[config.mk]
export PLATFORM = sky130hd
export DESIGN_NAME = command_line_argument_splitter
export DESIGN_NICKNAME = d
export VERILOG_FILES = /design/src/hdl/cmdsplit_pkg.sv /design/src/hdl/cmdsplit_front.sv /design/src/hdl/cmdsplit_queue.sv /design/src/hdl/cmdsplit_back.sv /design/src/hdl/command_line_argument_splitter.sv
export SDC_FILE = /design/constraint.sdc
export NUM_CORES = 1
export LEC_CHECK = 0
export BUFFER_PORTS_ARGS = -buffer_cell sky130_fd_sc_hd__buf_4
export CORE_AREA = 2 2 82 143
export CTS_BUF_LIST = sky130_fd_sc_hd__clkbuf_16
export CTS_CLUSTER_DIAMETER = 200
export DETAILED_ROUTE_END_ITERATION = 12
export DIE_AREA = 0 0 84 145
export GPL_TIMING_DRIVEN = 0
export HOLD_SLACK_MARGIN = 0.05
export MAX_ROUTING_LAYER = met4
export PLACE_DENSITY = 0.49
export SYNTH_ARGS = -nofsm -noshare
export SYNTH_HDL_FRONTEND = slang
export SYNTH_SLANG_ARGS = --single-unit
[constraint.sdc]
create_clock -name clock -period 4.1 [get_ports clock]
set_clock_uncertainty 0.2 [all_clocks]
set_input_delay 0.82 -clock clock [delete_from_list [all_inputs] [get_ports clock]]
set_output_delay 0.82 -clock clock [all_outputs]
set_load 0.01 [all_outputs]
[src/hdl/cmdsplit_pkg.sv]
// Shared types, constants and helpers of the command line argument splitter.
package cmdsplit_pkg;

   // Longest backslash run that is held back; extra backslashes are dropped.
   localparam int MAX_RUN  = 60;
   localparam int RUN_ROOM = 60;
   localparam int RUN_CAP_RAW = (MAX_RUN > RUN_ROOM) ? RUN_ROOM : MAX_RUN;
   localparam int RUN_CAP  = (RUN_CAP_RAW < 1) ? 1 : RUN_CAP_RAW;

   // Width of the pending backslash count.
   localparam int BS_W = 6;
   localparam logic [BS_W-1:0] RUN_CAP_CNT = RUN_CAP[BS_W-1:0];

   // Command queue between the front and the back.
   localparam int QUEUE_DEPTH = 2;
   localparam int QUEUE_PTR_W = (QUEUE_DEPTH > 1) ? $clog2(QUEUE_DEPTH) : 1;
   localparam int QUEUE_CNT_W = $clog2(QUEUE_DEPTH + 1);

   // Character codes.
   localparam logic [7:0] CH_BSLASH = 8'h5C;
   localparam logic [7:0] CH_QUOTE  = 8'h22;
   localparam logic [7:0] CH_SPACE  = 8'h20;
   localparam logic [7:0] CH_TAB    = 8'h09;
   localparam logic [7:0] CH_LF     = 8'h0A;
   localparam logic [7:0] CH_VT     = 8'h0B;
   localparam logic [7:0] CH_FF     = 8'h0C;
   localparam logic [7:0] CH_CR     = 8'h0D;

   // Result kinds.
   localparam logic KIND_CHAR = 1'b0;
   localparam logic KIND_END  = 1'b1;

   typedef struct packed {
      logic [7:0] in_byte;
      logic       in_last;
   } req_type;

   typedef struct packed {
      logic       out_kind;
      logic [7:0] out_byte;
      logic       out_run_last;
      logic       out_line_end;
   } rsp_type;

   // One classified request: a run of backslashes, then an optional
   // character, then an optional argument end.
   typedef struct packed {
      logic [BS_W-1:0] bs_count;
      logic            has_char;
      logic [7:0]      char_byte;
      logic            has_end;
      logic            line_end;
   } cmd_type;

   typedef struct packed {
      logic full;
      logic not_empty;
   } queue_status_type;

   function automatic logic is_space_byte(input logic [7:0] c);
      logic result;
      case (c) inside
         CH_SPACE, CH_TAB, CH_LF, CH_VT, CH_FF, CH_CR: result = 1'b1;
         default:                                      result = 1'b0;
      endcase
      return result;
   endfunction

endpackage

[src/hdl/cmdsplit_front.sv]
// Front end: accepts request bytes, tracks quoting state and classifies each byte.
module cmdsplit_front (
   input  logic                           clock,
   input  logic                           reset,
   input  logic                           req_valid,
   output logic                           req_stall,
   input  cmdsplit_pkg::req_type          req_data,
   input  cmdsplit_pkg::queue_status_type q_status,
   output logic                           push,
   output cmdsplit_pkg::cmd_type          push_cmd
);

   logic [cmdsplit_pkg::BS_W-1:0] bs_count_ff, bs_count_in;
   logic                          quoted_ff, quoted_in;
   logic                          prev_ws_ff, prev_ws_in;
   logic                          accept;
   logic [7:0]                    c;
   logic                          last;

   assign req_stall = q_status.full;
   assign accept    = req_valid && !q_status.full;
   assign c         = req_data.in_byte;
   assign last      = req_data.in_last;

   always_comb begin
      push_cmd           = '0;
      push_cmd.char_byte = c;
      bs_count_in        = bs_count_ff;
      quoted_in          = quoted_ff;
      prev_ws_in         = prev_ws_ff;

      if (c == cmdsplit_pkg::CH_BSLASH) begin
         if (bs_count_ff < cmdsplit_pkg::RUN_CAP_CNT) begin
            bs_count_in = bs_count_ff + 1'b1;
         end
         prev_ws_in = 1'b0;
         if (last) begin
            push_cmd.bs_count = bs_count_in;
            push_cmd.has_end  = 1'b1;
            push_cmd.line_end = 1'b1;
         end
      end else if (c == cmdsplit_pkg::CH_QUOTE) begin
         // Half the run is written either way; an odd run escapes the quote.
         push_cmd.bs_count  = bs_count_ff >> 1;
         push_cmd.has_char  = bs_count_ff[0];
         push_cmd.char_byte = cmdsplit_pkg::CH_QUOTE;
         if (!bs_count_ff[0]) begin
            quoted_in = !quoted_ff;
         end
         bs_count_in = '0;
         prev_ws_in  = 1'b0;
         if (last) begin
            push_cmd.has_end  = 1'b1;
            push_cmd.line_end = 1'b1;
         end
      end else if (cmdsplit_pkg::is_space_byte(c) && !quoted_ff) begin
         if (!prev_ws_ff) begin
            push_cmd.bs_count = bs_count_ff;
            push_cmd.has_end  = 1'b1;
            push_cmd.line_end = last;
            bs_count_in       = '0;
            prev_ws_in        = 1'b1;
         end
      end else begin
         push_cmd.bs_count = bs_count_ff;
         push_cmd.has_char = 1'b1;
         bs_count_in       = '0;
         prev_ws_in        = 1'b0;
         if (last) begin
            push_cmd.has_end  = 1'b1;
            push_cmd.line_end = 1'b1;
         end
      end

      if (last) begin
         bs_count_in = '0;
         quoted_in   = 1'b0;
         prev_ws_in  = 1'b0;
      end
   end

   // Bytes that only change state produce no command.
   assign push = accept &&
                 ((push_cmd.bs_count != '0) || push_cmd.has_char || push_cmd.has_end);

   always_ff @(posedge clock) begin
      if (reset) begin
         bs_count_ff <= '0;
         quoted_ff   <= 1'b0;
         prev_ws_ff  <= 1'b0;
      end else if (accept) begin
         bs_count_ff <= bs_count_in;
         quoted_ff   <= quoted_in;
         prev_ws_ff  <= prev_ws_in;
      end
   end

endmodule

[src/hdl/cmdsplit_queue.sv]
// Short command queue that decouples the front end from the result sequencer.
module cmdsplit_queue (
   input  logic                           clock,
   input  logic                           reset,
   input  logic                           push,
   input  cmdsplit_pkg::cmd_type          push_cmd,
   input  logic                           pop,
   output cmdsplit_pkg::cmd_type          head,
   output cmdsplit_pkg::queue_status_type q_status
);

   localparam int PTR_W = cmdsplit_pkg::QUEUE_PTR_W;
   localparam int CNT_W = cmdsplit_pkg::QUEUE_CNT_W;
   localparam logic [CNT_W-1:0] DEPTH_CNT = cmdsplit_pkg::QUEUE_DEPTH[CNT_W-1:0];
   localparam logic [PTR_W-1:0] LAST_PTR = PTR_W'(cmdsplit_pkg::QUEUE_DEPTH - 1);

   cmdsplit_pkg::cmd_type entry_ff [cmdsplit_pkg::QUEUE_DEPTH];
   logic [PTR_W-1:0]      wr_ptr_ff, rd_ptr_ff;
   logic [CNT_W-1:0]      count_ff;
   logic                  do_push, do_pop;

   assign q_status.full      = (count_ff == DEPTH_CNT);
   assign q_status.not_empty = (count_ff != '0);
   assign do_push            = push && !q_status.full;
   assign do_pop             = pop && q_status.not_empty;
   assign head               = entry_ff[rd_ptr_ff];

   always_ff @(posedge clock) begin
      if (do_push) begin
         entry_ff[wr_ptr_ff] <= push_cmd;
      end
   end

   always_ff @(posedge clock) begin
      if (reset) begin
         wr_ptr_ff <= '0;
         rd_ptr_ff <= '0;
         count_ff  <= '0;
      end else begin
         if (do_push) begin
            wr_ptr_ff <= (wr_ptr_ff == LAST_PTR) ? '0 : wr_ptr_ff + 1'b1;
         end
         if (do_pop) begin
            rd_ptr_ff <= (rd_ptr_ff == LAST_PTR) ? '0 : rd_ptr_ff + 1'b1;
         end
         case ({do_push, do_pop})
            2'b10:   count_ff <= count_ff + 1'b1;
            2'b01:   count_ff <= count_ff - 1'b1;
            default: count_ff <= count_ff;
         endcase
      end
   end

endmodule

[src/hdl/cmdsplit_back.sv]
// Back end: expands queued commands into response items, one per cycle while the output is not stalled.
module cmdsplit_back (
   input  logic                           clock,
   input  logic                           reset,
   input  cmdsplit_pkg::cmd_type          head,
   input  cmdsplit_pkg::queue_status_type q_status,
   output logic                           pop,
   output logic                           rsp_valid,
   input  logic                           rsp_stall,
   output cmdsplit_pkg::rsp_type          rsp_data
);

   typedef enum logic [3:0] {
      ST_IDLE   = 4'b0001,
      ST_BSLASH = 4'b0010,
      ST_CHAR   = 4'b0100,
      ST_END    = 4'b1000
   } state_type;

   state_type                     state_ff, state_in, phase;
   cmdsplit_pkg::cmd_type         cmd_ff, src;
   logic [cmdsplit_pkg::BS_W-1:0] left_ff, left_in, left;
   logic                          rsp_valid_ff;
   cmdsplit_pkg::rsp_type         rsp_ff, rsp_in;
   logic                          out_free, go, more;

   assign out_free  = !rsp_valid_ff || !rsp_stall;
   assign go        = out_free && ((state_ff != ST_IDLE) || q_status.not_empty);
   assign pop       = go && (state_ff == ST_IDLE);
   assign rsp_valid = rsp_valid_ff;
   assign rsp_data  = rsp_ff;

   // In idle the head of the queue is worked on directly, so a single-result
   // command is popped and its response registered in the same cycle.
   always_comb begin
      if (state_ff == ST_IDLE) begin
         src  = head;
         left = head.bs_count;
         if (head.bs_count != '0) begin
            phase = ST_BSLASH;
         end else if (head.has_char) begin
            phase = ST_CHAR;
         end else begin
            phase = ST_END;
         end
      end else begin
         src   = cmd_ff;
         left  = left_ff;
         phase = state_ff;
      end
   end

   always_comb begin
      rsp_in   = '0;
      left_in  = left;
      more     = 1'b0;
      state_in = ST_IDLE;
      unique case (phase)
         ST_BSLASH: begin
            rsp_in.out_kind = cmdsplit_pkg::KIND_CHAR;
            rsp_in.out_byte = cmdsplit_pkg::CH_BSLASH;
            left_in         = left - 1'b1;
            if (left_in != '0) begin
               more     = 1'b1;
               state_in = ST_BSLASH;
            end else if (src.has_char) begin
               more     = 1'b1;
               state_in = ST_CHAR;
            end else if (src.has_end) begin
               more     = 1'b1;
               state_in = ST_END;
            end
         end
         ST_CHAR: begin
            rsp_in.out_kind = cmdsplit_pkg::KIND_CHAR;
            rsp_in.out_byte = src.char_byte;
            if (src.has_end) begin
               more     = 1'b1;
               state_in = ST_END;
            end
         end
         ST_END: begin
            rsp_in.out_kind     = cmdsplit_pkg::KIND_END;
            rsp_in.out_line_end = src.line_end;
         end
         default: begin
            state_in = ST_IDLE;
         end
      endcase
      rsp_in.out_run_last = !more;
   end

   always_ff @(posedge clock) begin
      if (pop) begin
         cmd_ff <= head;
      end
      if (go) begin
         left_ff <= left_in;
         rsp_ff  <= rsp_in;
      end
   end

   always_ff @(posedge clock) begin
      if (reset) begin
         state_ff     <= ST_IDLE;
         rsp_valid_ff <= 1'b0;
      end else begin
         if (go) begin
            state_ff <= state_in;
         end
         if (out_free) begin
            rsp_valid_ff <= go;
         end
      end
   end

endmodule

[src/hdl/command_line_argument_splitter.sv]
// Top level of the command line argument splitter.
//
// The splitter takes one request per cycle while req_stall is low, each one
// byte of a command line with a flag on the final byte, and returns a stream
// of responses: argument characters and argument ends. Backslash runs are held
// back until the next byte shows their meaning; before a double quote an even
// run gives half its backslashes and toggles quoting, an odd run gives half
// (rounded down) and a literal quote. Unquoted whitespace ends an argument and
// runs of whitespace collapse; pending backslashes before whitespace or at the
// line end are written out literally. Runs beyond 60 backslashes are truncated.
// The flag out_run_last marks the final response caused by each request, and
// out_line_end marks the end that closes the command line. Throughput is set
// by the response sequencer, which sends one response per cycle while
// rsp_stall is low: a request holds it until all its responses are sent, and a
// request that causes none (a backslash, an opening or closing quote, collapsed
// whitespace) does not hold it. Requests are accepted every cycle while the
// two-entry command queue between the classifier and the sequencer has room,
// so the input runs ahead by up to two commands before a slow one stalls it.
module command_line_argument_splitter (
   input  logic                  clock,
   input  logic                  reset,
   input  logic                  req_valid,
   output logic                  req_stall,
   input  cmdsplit_pkg::req_type req_data,
   output logic                  rsp_valid,
   input  logic                  rsp_stall,
   output cmdsplit_pkg::rsp_type rsp_data
);

   cmdsplit_pkg::queue_status_type q_status;
   cmdsplit_pkg::cmd_type          push_cmd;
   cmdsplit_pkg::cmd_type          head;
   logic                           push;
   logic                           pop;

   // The classifier owns the quoting state and turns each request into a
   // command: a backslash count, an optional character and an optional end.
   cmdsplit_front u_front (
      .clock     (clock),
      .reset     (reset),
      .req_valid (req_valid),
      .req_stall (req_stall),
      .req_data  (req_data),
      .q_status  (q_status),
      .push      (push),
      .push_cmd  (push_cmd)
   );

   // The queue lets the classifier keep taking requests while the
   // sequencer is still writing out an earlier command.
   cmdsplit_queue u_queue (
      .clock    (clock),
      .reset    (reset),
      .push     (push),
      .push_cmd (push_cmd),
      .pop      (pop),
      .head     (head),
      .q_status (q_status)
   );

   // The sequencer expands each command into responses through a
   // registered output stage.
   cmdsplit_back u_back (
      .clock     (clock),
      .reset     (reset),
      .head      (head),
      .q_status  (q_status),
      .pop       (pop),
      .rsp_valid (rsp_valid),
      .rsp_stall (rsp_stall),
      .rsp_data  (rsp_data)
   );

endmodule
==> implementation parameters <==
Parameter                              Value

Setup path
  Required @ worst endpoint    around 4200 ps
  Family with the most delay on the worst path    compound AO/OA/AOI/OAI gates
  Buffers and inverters on the worst path    1
  Crit path max-delay cell type    a211oi_1
  Crit. End Element    flip-flop
  Peak per-stage delay on the critical path    between 500 and 600 ps
  Max FO, Critical Path    4
  Cells along the critical path    buf_4 > nor4b_1 > o21bai_1 > a211oi_1 > o21ai_0 > nor4_2 > a21o_1 > ha_1 > or3_1 > a21oi_1
  Crit start category    input pin
  CP Data Arrival Time    3780 ps
  Path type of the worst setup path    in -> reg

Power and ir drop
  Clock group share of total power    24.9%
  Static leakage    0.00158 µW
  Internal power consumption    2100 µW
  Peak VDD IR    0.000257 V
  Switching fraction of total power    33.9%
  Share of total power in combinational logic    34.4%
  Part of the power in registers    40.7%
  Power per Cell Area    roughly 720 mW/mm²
  Net load switching power    1080 µW

Global routing
  Wire length of the first global-routing pass    12300 µm
  Met1 layer usage reported by global route    between 10% and 20%
  Overall routing resource usage    between 10% and 20%
  Initial antenna violation count    0
  Overflow left after global routing    0
  Largest net degree at the start of global routing    21
  Layer with the highest usage after global routing    met2
  Fraction of met2 tracks used by global routing    around a quarter
  Via count of the first global-routing pass    2536
  Met3 routing resource usage after global routing    under 10%

Clocking
  Count of instances resized after the clock tree is built    0
  Clock latency on the worst-skew pair    330 ps
  Number of buffers added for setup after CTS    0
  TritonCTS Sinks    80
  CTS H-Tree Depth    3
  TritonCTS clock tree    built
  CTS hold repair buffers    0
  Worst-path clk slew    60 ps
  Cts bufs inserted    9
  Clock tree root buffer cell    clkbuf_16
  Longest Clk Path Bufs    2

Routing
  Starting DRC count in detailed routing    71
  Final WL    7620 µm
  Vias/cell    between 5 and 6
  Remaining number of nets flagged by the antenna check after routing    0
  Number of vias after detailed routing    2592
  Remaining design rule violation count    0
  Length of the first detailed-routing pass in iterations    4
  Routed WL per cell    15.0 µm

Layout
  Area added between synthesis and finish    17.4%
  Total of fill cells in the finished design    1085
  Post-Layout Inst Area    between 0.004 and 0.005 mm²
  Share of layout cells above drive strength 1    15.5%
  Layout Nets    387
  Count of antenna diodes in the layout    0

Min path
  Worst min-delay path category    reg -> reg

Die
  Floorplan row count    51
  Full die area    between 0.01 and 0.015 mm²
  Number of top-level pins    26
  Die X-Extent    around 84 µm
  Core area    0.0110 mm²
  Die Span Y    145 µm
  Initial core utilization    about a third

Yosys
  Register bit count reported by yosys    80
  Share of synthesized area occupied by flip-flops and latches    59.1%
  Cell types with the largest area share after synthesis    edfxtp_1 (50%), dfxtp_1 (9.6%), mux2i_1 (4.0%)
  Synth Warn #    0
  Fraction of registers with async set or reset after synthesis    0%
  Top-count cell post-synth    edfxtp_1
  Most common library cells after synthesis    edfxtp_1 (62), nor2_1 (39), nand2_1 (23)
  Average instance area after synthesis    11.2 µm²
  Post-synthesis cell area    0.00376 mm²
  Share of the synthesized area in the top cell type    49.5%
  Number of nets produced by synthesis    roughly 350
  Post-synth top area cell    edfxtp_1
  Number of distinct library cells after synthesis    53
  Count of mapped cells out of synthesis    335
  Count of flip-flops with a built-in enable after synthesis    62
  Leading register cell type out of synthesis    edfxtp_1

Place
  Routability congestion estimate from global placement    0.918
  Port buffer count    24
  DP Wirelength    ~5800 µm
  Dpl cell area    a little over 0.004 mm²

STA
  Final critical delay including setup and external delays    3720 ps
  Count of endpoints failing setup in the final report    0
  Total negative setup slack    0 ps
  Number of hold violations in the final report    0
  Worst hold margin    281 ps
  Crit share post-route    90.8%
  Headroom to the max-slew limit    24.4%
  Final Slew Violations    0
  Unrepaired setup endpoints after global routing    false
  Transition time of the tightest slew-check pin    1120 ps
  Highest Clock Rate    269 MHz

Run status
  Status    completed

Flow run
  Max_cap viols    0
## per-layer routing
metal  share of wire, %  vias up
met5                  0        -
met4                3.0        0
met3                2.3       17
met2                 55       49
met1                 39     1218
li1                   -     1308
## power groups by stage
stage                     logic, µW  registers, µW  clock network [µW]
final                          1090           1290                 788
after global routing           1210           1310                 846
after CTS                      1110           1290                 812
after detailed placement       1100           1310                   0
after global placement         1090           1300                   0
after floorplan                 754           1320                   0
## flip-flops by register name (all words and copies together), names as in the netlist, 2 cells and up, named ones only
name and count:
u_back.left_ff 6, u_back.rsp_data 11, u_front.bs_count_ff 6, u_queue.count_ff 2, u_back.state_ff 4, u_back.cmd_ff 11, u_queue.entry_ff 34
## cell type report
| type | count | area [µm²] | area share, % |
|---|---|---|---|
| Buffer | 22 | 93.8 | 2.13 |
| Timing Repair Buffer | 24 | 180 | 4.08 |
| Tap cell | 132 | 165 | 3.74 |
| Clock buffer | 9 | 225 | 5.10 |
| Clock inverter | 7 | 71.3 | 1.62 |
| Multi-Input combinational cell | 224 | 1420 | 32.2 |
| Inverter | 9 | 33.8 | 0.765 |
| Sequential cell | 80 | 2220 | 50.3 |
## through the flow
| step | cells | utilization [%] | setup WS [ps] | total power (µW) |
|---|---|---|---|---|
| after floorplan | 335 | - | 542 | 2070 |
| after global placement | 491 | 37.2 | -381 | 2390 |
| after detailed placement | 491 | 37.2 | -244 | 2410 |
| after CTS | 507 | 39.9 | 103 | 3210 |
| after global routing | 507 | 40.0 | 12.8 | 3370 |
| final | 507 | 40.0 | 376 | 3170 |
## cell usage in the layout (no fill, tap or decap), types with 3 or more instances in the layout
cell       count
clkbuf_1      16
buf_4         24
edfxtp_1      62
nand2_1       23
a211oi_1       4
nor3_1        12
nor2_1        37
nor2b_1        3
a31oi_1        4
ha_1           4
o21ai_0       13
mux2i_1       15
dfxtp_1       18
nand2b_1       6
clkbuf_16      9
nand3_1        9
mux2_2         9
inv_1         10
a21oi_1       22
xnor2_1        3
xor2_1         8
and3_1         3
buf_2          3
a22oi_1        3
nand4_1        4
a41oi_1        3
nor4b_1        4
## final timing paths
| check | start | endpoint | slack (ps) | depth (start not counted) |
|---|---|---|---|---|
| hold reg to reg | u_back.rsp_valid | u_back.rsp_valid | 280 | 2 |
| setup reg to reg | u_back.state_ff[0] | u_back.state_ff[0] | 650 | 6 |
| hold / removal | u_back.rsp_valid | u_back.rsp_valid | 280 | 2 |
| setup / recovery | req_data[3] | u_queue.count_ff[1] | 380 | 10 |
## kinds of logic (layout without fill, tap and decap cells)
group,count (synthesis),in the layout,share of synthesized area [%]
AOI/OAI and AO/OA,66,66,11.1
and+or+nand+nor,119,119,15.9
adders and majority gates,4,4,1.33
DFF,80,80,59.1
muxes,24,24,6.69
buffers and inverters,31,71,3.39
xor gates and xnor gates,11,11,2.56
## tightest hold or removal path, stage by stage (launching register included)
cell	delay, ps
dfxtp_1	310
nand2_1	70
a21oi_1	60
Power figures use the tool's default switching activity.
